## config.mk

```make
export PLATFORM = sky130hd
export DESIGN_NAME = dht11_frame_receiver_unit
export DESIGN_NICKNAME = d
export VERILOG_FILES = /design/src/design/dht_rx_pkg.sv /design/src/design/dht11_frame_receiver_unit.sv
export SDC_FILE = /design/constraint.sdc
export NUM_CORES = 1
export LEC_CHECK = 0
export ABC_CLOCK_PERIOD_IN_PS = 9970
export BUFFER_PORTS_ARGS = -buffer_cell sky130_fd_sc_hd__buf_4
export CAP_MARGIN = 20
export CORE_AREA = 8 8 161 163
export DETAILED_ROUTE_END_ITERATION = 10
export DIE_AREA = 0 0 169 171
export PLACE_DENSITY_LB_ADDON = 0.08
export SYNTH_ARGS = -nofsm -noshare
export SYNTH_HDL_FRONTEND = slang
export SYNTH_SLANG_ARGS = --single-unit
```

## constraint.sdc

```tcl
create_clock -name clk -period 9.97 [get_ports clk]
set_input_delay 1.994 -clock clk [delete_from_list [all_inputs] [get_ports clk]]
set_output_delay 1.994 -clock clk [all_outputs]
set_load 0.02 [all_outputs]
```

## src/design/dht_rx_pkg.sv

```systemverilog
// dht_rx_pkg: types and constants of the single-wire frame receiver
// payload structs, register indexes, reset values and error codes
// no dependencies
package dht_rx_pkg;

  localparam int unsigned BYTE_W    = 8;
  localparam int unsigned TICK_W    = 16;
  localparam int unsigned WIDTH_W   = 8;
  localparam int unsigned BIT_IDX_W = 6;
  localparam int unsigned FRAME_W   = 40;   // five bytes are reported
  localparam int unsigned CFG_IDX_W = 3;
  localparam int unsigned CFG_DATA_W = 16;

  typedef enum logic [1:0] {
    ERR_NONE     = 2'd0,
    ERR_NO_LOW   = 2'd1,
    ERR_NO_HIGH  = 2'd2,
    ERR_BAD_WIDTH = 2'd3
  } err_t;

  typedef enum logic [CFG_IDX_W-1:0] {
    CFG_START_LOW_TIME   = 3'd0,
    CFG_LOW_CHECK_DELAY  = 3'd1,
    CFG_HIGH_CHECK_DELAY = 3'd2,
    CFG_SHORT_LIMIT      = 3'd3,
    CFG_ZERO_LIMIT       = 3'd4,
    CFG_ONE_FLOOR        = 3'd5,
    CFG_LONG_LIMIT       = 3'd6
  } cfg_idx_t;

  localparam logic [TICK_W-1:0]  RST_START_LOW_TIME   = 16'd18000;
  localparam logic [BYTE_W-1:0]  RST_LOW_CHECK_DELAY  = 8'd60;
  localparam logic [BYTE_W-1:0]  RST_HIGH_CHECK_DELAY = 8'd80;
  localparam logic [BYTE_W-1:0]  RST_SHORT_LIMIT      = 8'd13;
  localparam logic [BYTE_W-1:0]  RST_ZERO_LIMIT       = 8'd35;
  localparam logic [BYTE_W-1:0]  RST_ONE_FLOOR        = 8'd60;
  localparam logic [BYTE_W-1:0]  RST_LONG_LIMIT       = 8'd80;

  localparam logic [WIDTH_W-1:0] WIDTH_MAX = 8'd255;

  typedef struct packed {
    logic start_req;
    logic line_level;
  } in_t;

  typedef struct packed {
    logic              drive_low;
    logic              busy_res;
    logic              done_res;
    logic [1:0]        error_code;
    logic [BYTE_W-1:0] humidity;
    logic [BYTE_W-1:0] humidity_fraction;
    logic [BYTE_W-1:0] temperature;
    logic [BYTE_W-1:0] temperature_fraction;
    logic [BYTE_W-1:0] checksum;
  } out_t;

endpackage

```

## src/design/dht11_frame_receiver_unit.sv

```systemverilog
// dht11_frame_receiver_unit: single-wire sensor frame receiver, one transfer per tick
// depends on dht_rx_pkg (payload structs, register indexes, error codes)
//
//  channel | direction | handshake            | payload
//  --------+-----------+----------------------+-------------------------------
//  in_     | input     | in_valid / in_ready  | dht_rx_pkg::in_t  (one tick)
//  out_    | output    | out_valid / out_ready| dht_rx_pkg::out_t (one result)
//  cfg_    | input     | cfg_we, no wait      | cfg_index, cfg_wdata
//
// every accepted tick gives exactly one result; it passes the input register and
// then the result register, and a stalled result can hold it in between
// a new tick may be accepted each cycle while no result stalls; the rate is
// set by the tick state update, combinational between the input and result registers
// reset (rst_n low, synchronous) clears both valid flags, the phase and counters,
// the frame bits and loads the register defaults
// a stalled result holds in the output register; the input register then
// holds its tick and in_ready falls until out_ready returns
module dht11_frame_receiver_unit #(
  parameter int unsigned FRAME_BITS = 40
) (
  input  logic                                   clk,
  input  logic                                   rst_n,
  input  logic                                   in_valid,
  output logic                                   in_ready,
  input  dht_rx_pkg::in_t                        in_data,
  output logic                                   out_valid,
  input  logic                                   out_ready,
  output dht_rx_pkg::out_t                       out_data,
  input  logic                                   cfg_we,
  input  logic [dht_rx_pkg::CFG_IDX_W-1:0]       cfg_index,
  input  logic [dht_rx_pkg::CFG_DATA_W-1:0]      cfg_wdata
);

  // last bit index as a sum of bit_idx + 1, one bit wider than the index
  localparam logic [dht_rx_pkg::BIT_IDX_W:0] LAST_COUNT =
    (dht_rx_pkg::BIT_IDX_W+1)'(FRAME_BITS);

  // one-hot receive phases
  typedef enum logic [6:0] {
    PH_IDLE    = 7'b0000001,
    PH_DRIVE   = 7'b0000010,
    PH_LOWCHK  = 7'b0000100,
    PH_HIGHCHK = 7'b0001000,
    PH_FALL    = 7'b0010000,
    PH_RISE    = 7'b0100000,
    PH_HIGH    = 7'b1000000
  } phase_t;

  // configuration registers
  logic [dht_rx_pkg::TICK_W-1:0] start_low_time_r;
  logic [dht_rx_pkg::BYTE_W-1:0] low_check_delay_r;
  logic [dht_rx_pkg::BYTE_W-1:0] high_check_delay_r;
  logic [dht_rx_pkg::BYTE_W-1:0] short_limit_r;
  logic [dht_rx_pkg::BYTE_W-1:0] zero_limit_r;
  logic [dht_rx_pkg::BYTE_W-1:0] one_floor_r;
  logic [dht_rx_pkg::BYTE_W-1:0] long_limit_r;

  // input stage
  logic            in_valid_r;
  dht_rx_pkg::in_t in_r;

  // receiver state
  phase_t                           phase_r,     phase_nxt;
  logic [dht_rx_pkg::TICK_W-1:0]    tick_cnt_r,  tick_cnt_nxt;
  logic [dht_rx_pkg::WIDTH_W-1:0]   width_cnt_r, width_cnt_nxt;
  logic [dht_rx_pkg::BIT_IDX_W-1:0] bit_idx_r,   bit_idx_nxt;
  logic [dht_rx_pkg::FRAME_W-1:0]   frame_r,     frame_nxt;

  // result stage
  logic             out_valid_r;
  dht_rx_pkg::out_t out_r, out_nxt;

  logic advance;

  // the state moves when the input stage hands its tick to the result stage
  assign advance  = in_valid_r && (!out_valid_r || out_ready);
  assign in_ready = !in_valid_r || advance;

  assign out_valid = out_valid_r;
  assign out_data  = out_r;

  // configuration writes; user issues them only with no tick in flight, not enforced
  always_ff @(posedge clk) begin
    if (!rst_n) begin
      start_low_time_r   <= dht_rx_pkg::RST_START_LOW_TIME;
      low_check_delay_r  <= dht_rx_pkg::RST_LOW_CHECK_DELAY;
      high_check_delay_r <= dht_rx_pkg::RST_HIGH_CHECK_DELAY;
      short_limit_r      <= dht_rx_pkg::RST_SHORT_LIMIT;
      zero_limit_r       <= dht_rx_pkg::RST_ZERO_LIMIT;
      one_floor_r        <= dht_rx_pkg::RST_ONE_FLOOR;
      long_limit_r       <= dht_rx_pkg::RST_LONG_LIMIT;
    end else if (cfg_we) begin
      case (cfg_index)
        dht_rx_pkg::CFG_START_LOW_TIME:   start_low_time_r   <= cfg_wdata;
        dht_rx_pkg::CFG_LOW_CHECK_DELAY:  low_check_delay_r  <= cfg_wdata[7:0];
        dht_rx_pkg::CFG_HIGH_CHECK_DELAY: high_check_delay_r <= cfg_wdata[7:0];
        dht_rx_pkg::CFG_SHORT_LIMIT:      short_limit_r      <= cfg_wdata[7:0];
        dht_rx_pkg::CFG_ZERO_LIMIT:       zero_limit_r       <= cfg_wdata[7:0];
        dht_rx_pkg::CFG_ONE_FLOOR:        one_floor_r        <= cfg_wdata[7:0];
        dht_rx_pkg::CFG_LONG_LIMIT:       long_limit_r       <= cfg_wdata[7:0];
        default: begin
          // unused index, write is dropped
        end
      endcase
    end
  end

  // input register
  always_ff @(posedge clk) begin
    if (!rst_n) begin
      in_valid_r <= 1'b0;
    end else if (in_ready) begin
      in_valid_r <= in_valid;
    end
  end

  always_ff @(posedge clk) begin
    if (in_ready && in_valid) begin
      in_r <= in_data;
    end
  end

  // one tick of the receiver
  always_comb begin
    logic                                line;
    logic                                drive;
    logic                                done;
    dht_rx_pkg::err_t                    err;
    logic [dht_rx_pkg::BIT_IDX_W:0]      idx_inc;
    logic                                report;

    line          = in_r.line_level;
    drive         = 1'b0;
    done          = 1'b0;
    err           = dht_rx_pkg::ERR_NONE;
    idx_inc       = {1'b0, bit_idx_r} + 1'b1;
    phase_nxt     = phase_r;
    tick_cnt_nxt  = tick_cnt_r;
    width_cnt_nxt = width_cnt_r;
    bit_idx_nxt   = bit_idx_r;
    frame_nxt     = frame_r;

    // a start request aborts whatever is running
    if (in_r.start_req) begin
      phase_nxt    = PH_DRIVE;
      tick_cnt_nxt = '0;
    end

    case (phase_nxt)
      PH_DRIVE: begin
        if (tick_cnt_nxt >= start_low_time_r) begin
          phase_nxt    = PH_LOWCHK;
          tick_cnt_nxt = '0;
        end else begin
          drive        = 1'b1;
          tick_cnt_nxt = tick_cnt_nxt + 1'b1;
        end
      end
      PH_LOWCHK: begin
        if (tick_cnt_nxt >= {8'd0, low_check_delay_r}) begin
          tick_cnt_nxt = '0;
          if (line) begin
            done      = 1'b1;
            err       = dht_rx_pkg::ERR_NO_LOW;
            phase_nxt = PH_IDLE;
          end else begin
            phase_nxt = PH_HIGHCHK;
          end
        end else begin
          tick_cnt_nxt = tick_cnt_nxt + 1'b1;
        end
      end
      PH_HIGHCHK: begin
        if (tick_cnt_nxt >= {8'd0, high_check_delay_r}) begin
          tick_cnt_nxt = '0;
          if (!line) begin
            done      = 1'b1;
            err       = dht_rx_pkg::ERR_NO_HIGH;
            phase_nxt = PH_IDLE;
          end else begin
            phase_nxt = PH_FALL;
          end
        end else begin
          tick_cnt_nxt = tick_cnt_nxt + 1'b1;
        end
      end
      PH_FALL: begin
        // sensor pulls low ahead of the first bit
        if (!line) begin
          phase_nxt   = PH_RISE;
          bit_idx_nxt = '0;
        end
      end
      PH_RISE: begin
        if (line) begin
          phase_nxt     = PH_HIGH;
          width_cnt_nxt = 8'd1;
        end
      end
      PH_HIGH: begin
        if (line) begin
          if (width_cnt_r != dht_rx_pkg::WIDTH_MAX) begin
            width_cnt_nxt = width_cnt_r + 1'b1;
          end
        end else if (width_cnt_r <= short_limit_r || width_cnt_r >= long_limit_r) begin
          done      = 1'b1;
          err       = dht_rx_pkg::ERR_BAD_WIDTH;
          phase_nxt = PH_IDLE;
        end else begin
          // width in the gap between windows keeps the old bit; a one wins an overlap
          for (int j = 0; j < int'(dht_rx_pkg::FRAME_W); j++) begin
            if (bit_idx_r == (dht_rx_pkg::BIT_IDX_W)'(dht_rx_pkg::FRAME_W - 1 - j)) begin
              if (width_cnt_r < zero_limit_r) begin
                frame_nxt[j] = 1'b0;
              end
              if (width_cnt_r > one_floor_r) begin
                frame_nxt[j] = 1'b1;
              end
            end
          end
          if (idx_inc >= LAST_COUNT) begin
            done      = 1'b1;
            phase_nxt = PH_IDLE;
          end else begin
            bit_idx_nxt = idx_inc[dht_rx_pkg::BIT_IDX_W-1:0];
            phase_nxt   = PH_RISE;
          end
        end
      end
      PH_IDLE: begin
        // waiting for a start request
      end
      default: begin
        phase_nxt = PH_IDLE;
      end
    endcase

    report = done && (err == dht_rx_pkg::ERR_NONE);

    out_nxt.drive_low            = drive;
    out_nxt.busy_res             = (phase_nxt != PH_IDLE);
    out_nxt.done_res             = done;
    out_nxt.error_code           = err;
    out_nxt.humidity             = report ? frame_r[39:32] : '0;
    out_nxt.humidity_fraction    = report ? frame_nxt[31:24] : '0;
    out_nxt.temperature          = report ? frame_nxt[23:16] : '0;
    out_nxt.temperature_fraction = report ? frame_nxt[15:8] : '0;
    out_nxt.checksum             = report ? frame_nxt[7:0] : '0;
    // first byte may also be written by the last bit when the frame is short
    if (report) begin
      out_nxt.humidity = frame_nxt[39:32];
    end
  end

  // receiver state registers
  always_ff @(posedge clk) begin
    if (!rst_n) begin
      phase_r     <= PH_IDLE;
      tick_cnt_r  <= '0;
      width_cnt_r <= '0;
      bit_idx_r   <= '0;
      frame_r     <= '0;
    end else if (advance) begin
      phase_r     <= phase_nxt;
      tick_cnt_r  <= tick_cnt_nxt;
      width_cnt_r <= width_cnt_nxt;
      bit_idx_r   <= bit_idx_nxt;
      frame_r     <= frame_nxt;
    end
  end

  // result register
  always_ff @(posedge clk) begin
    if (!rst_n) begin
      out_valid_r <= 1'b0;
    end else if (advance) begin
      out_valid_r <= 1'b1;
    end else if (out_ready) begin
      out_valid_r <= 1'b0;
    end
  end

  always_ff @(posedge clk) begin
    if (advance) begin
      out_r <= out_nxt;
    end
  end

`ifndef SYNTHESIS
  // a finished read is never still busy
  assert property (@(posedge clk) disable iff (!rst_n)
    out_valid_r && out_r.done_res |-> !out_r.busy_res)
    else $error("done result reports busy");

  // an error code only comes with the end of a read
  assert property (@(posedge clk) disable iff (!rst_n)
    out_valid_r && (out_r.error_code != dht_rx_pkg::ERR_NONE) |-> out_r.done_res)
    else $error("error code without done");

  // the line is only driven while a read is under way
  assert property (@(posedge clk) disable iff (!rst_n)
    out_valid_r && out_r.drive_low |-> out_r.busy_res && !out_r.done_res)
    else $error("line driven outside a read");

  // an advance always leaves a result waiting in the next cycle
  assert property (@(posedge clk) disable iff (!rst_n)
    advance |=> out_valid_r)
    else $error("result lost after advance");
`endif

endmodule
```

==> run metrics <==
Placed Cells=1571; Tot Pwr=0.00160 W; Mean Syn Cell Area=8.31 um2; asr flop ratio synth=0%; Setup WS pre-CTS=5.38 ns; Compound-Gate Fraction of Synth Area=21.0%; antenna-violating nets left=0; WS Path Type=input pin to output pin; Post-Syn Instances=1242; clk root buf=clkbuf_16; Slew headroom=30.5%; Vias per Instance=5.46; P_leak=4.36 nW; most frequent cells in the layout=252 x nand2_1, 143 x dfxtp_1, 79 x buf_4; Final WS setup=5.42 ns; # DRC=0; Post-Synth Simple-Gate Area=23.1%; I/O pins=73; final instance area=11700 um2; HPWL after DPL=17.8 mm; Cell Area, Placed=11000 um2; CTS resizes=0; CTS max path bufs=2; Tmin final=4.55 ns; area leader, netlist=dfxtp_1; n_diodes=0; max-cap violations=0; worst hold path class=register to register; Finish-stage setup viols=0; Global Route Usage Sum=18.5%; Max Slew Vio Count=0; cts hold-fix bufs=0; Yosys cell types=69; latest clock arrival within the worst-skew pair=0.43 ns; # Post-CTS Setup Buffers=0; ranking of synthesized cells by area=dfxtp_1 28%, edfxtp_1 14%, nand2_1 9.2%, ha_1 8.0%, a21boi_0 4.1%; post-synthesis net count=1334; Die ar.=28900 um2; adder-cell area share of the yosys netlist=8.00%; post-synthesis mux area share=0%; Sink Count=190; synthesis warning total=0; leading cell type in the layout, fill and taps excluded=nand2_1; initial antenna violation count=0; core region area=23300 um2; post-DR wirelength/cell=16.4 um; Rows=56; first-pass GRT wire length=43.7 mm; Tcrit/Tclk final=45.6%; total routed wirelength=26.4 mm; Synth top area share=27.7%; Fin Setup TNS=0 ns; DR iter-0 viols=573; grt total ovfl=0; Worst EP arrival=2.55 ns; clock slew at reported path FFs=0.07 ns; vias=8771; final hold viol count=0; Peak VDD IR=0.0901 mV; I/O Buffers=72; part of the Yosys area used for sequential elements=41.4%; fraction of layout cells with a size suffix above 1=9.95%; DIE WIDTH=169 um; starting density of the core=44.4%; largest net degree at the start of global routing=79; CTS Buf Count=17; Power per Cell Area=137 nW/um2; DRT Pass-1 Iters=5; main combinational cell family by area after synthesis=simple AND/OR/NAND/NOR gates; Post-synth EDFFs=47; CTS tree=built; P&R area growth vs syn=13.0%; H-tree depth=4; Setup crit end kind=output pin; number of global-route vias before repair=8336; GP Congestion=0.815; worst endpoint required time=7.98 ns; Top FF cell, synth=dfxtp_1; Synth Register Bits=190; die height=171 um; Synth Area in XOR/XNOR=1.27%; startpoint types=input pin; RSZ-0062 raised after global routing=no; Synth Cell Area=10300 um2; Least-Margin Pin Slew=1.03 ns; status=complete, no violations; Final Non-Filler Cells=1606; largest fanout on the critical path=4; Worst Skew=0.00797 ns; nets=1366; maximum clock rate=220 MHz
==> cells in the mapped netlist, types with 4 or more instances <==
library cell / n
nand2_1: 252
o21ai_0: 53
nor3_1: 11
nand3_1: 54
dfxtp_1: 143
ha_1: 66
and2_1: 14
edfxtp_1: 47
a32o_1: 4
a21o_1: 12
nor2_1: 56
or4_1: 4
nor2b_1: 36
inv_1: 66
o21ai_1: 31
and3_1: 11
a21oi_1: 66
clkbuf_1: 54
nand4_1: 18
nor4_1: 5
buf_2: 10
o21a_1: 5
a21boi_1: 17
nand2b_1: 17
a211oi_1: 6
a22o_1: 5
o211ai_1: 44
a21boi_0: 56
xnor2_1: 5
xor2_1: 10
==> state kept, by name, indices dropped and copies added, names as in the netlist <==
name                cells
tick_cnt_r             16
zero_limit_r            8
short_limit_r           8
phase_r                 7
in_valid_r              1
start_low_time_r       16
in_r                    2
low_check_delay_r       8
frame_r                40
out_valid               1
bit_idx_r               6
one_floor_r             8
out_data               45
high_check_delay_r      8
long_limit_r            8
width_cnt_r             8
==> worst paths after layout <==
check / start / to / slack (ns) / cells past startpoint
max: out_ready / in_ready / 5.42 / 4
min: zero_limit_r[7] / zero_limit_r[7] / 0.47 / 2
max reg2reg: in_r[1] / tick_cnt_r[4] / 5.95 / 10
min reg2reg: zero_limit_r[7] / zero_limit_r[7] / 0.47 / 2
==> where the power goes <==
part | internal (W) | total, W | switching (W)
Combinational | 0.0000390 | 0.000107 | 0.0000680
Clock | 0.000354 | 0.000676 | 0.000322
Sequential | 0.000805 | 0.000815 | 0.00000967
Total | 0.00120 | 0.00160 | 0.000400
==> final cells by class <==
type	count	area (um2)
multi-input cells	916	5520
clock inverters	15	158
well taps	319	399
fillers	2351	11600
repair buffers	82	637
flip-flops and latches	190	4270
inverters	67	251
clock buffers	17	425
==> kinds of logic (layout without fill, tap and decap cells) <==
kind of cell / after synthesis / after routing
AO/OA/AOI/OAI: 332 / 332
XOR/XNOR: 15 / 15
adder cells (fa/ha/maj): 66 / 66
buffers and inverters: 136 / 181
flip-flops: 190 / 190
AND/OR/NAND/NOR: 503 / 503
==> routing by layer <==
layer | global-route usage [%] | vias to the layer above | part of all wire, %
li1 | - | 4436 | -
met1 | 25.9 | 4126 | 50
met2 | 29.2 | 186 | 45
met3 | 3.02 | 23 | 4.4
met4 | 4.77 | 0 | 1.2
met5 | 0 | - | 0
==> worst max-delay path: stages <==
cell and delay [ns]:
buf_4 0.11, nor2b_1 0.20, nand2_1 0.10, buf_4 0.16
==> per-stage QoR <==
step	util, %	hold WS (ns)
2_1_floorplan	-	0.442
3_3_place_gp	47.5	0.454
3_5_place_dp	47.5	0.460
4_1_cts	50.0	0.470
5_1_grt	50.2	0.485
6_report	50.2	0.465
No activity file was read; power rests on OpenSTA's default activity.
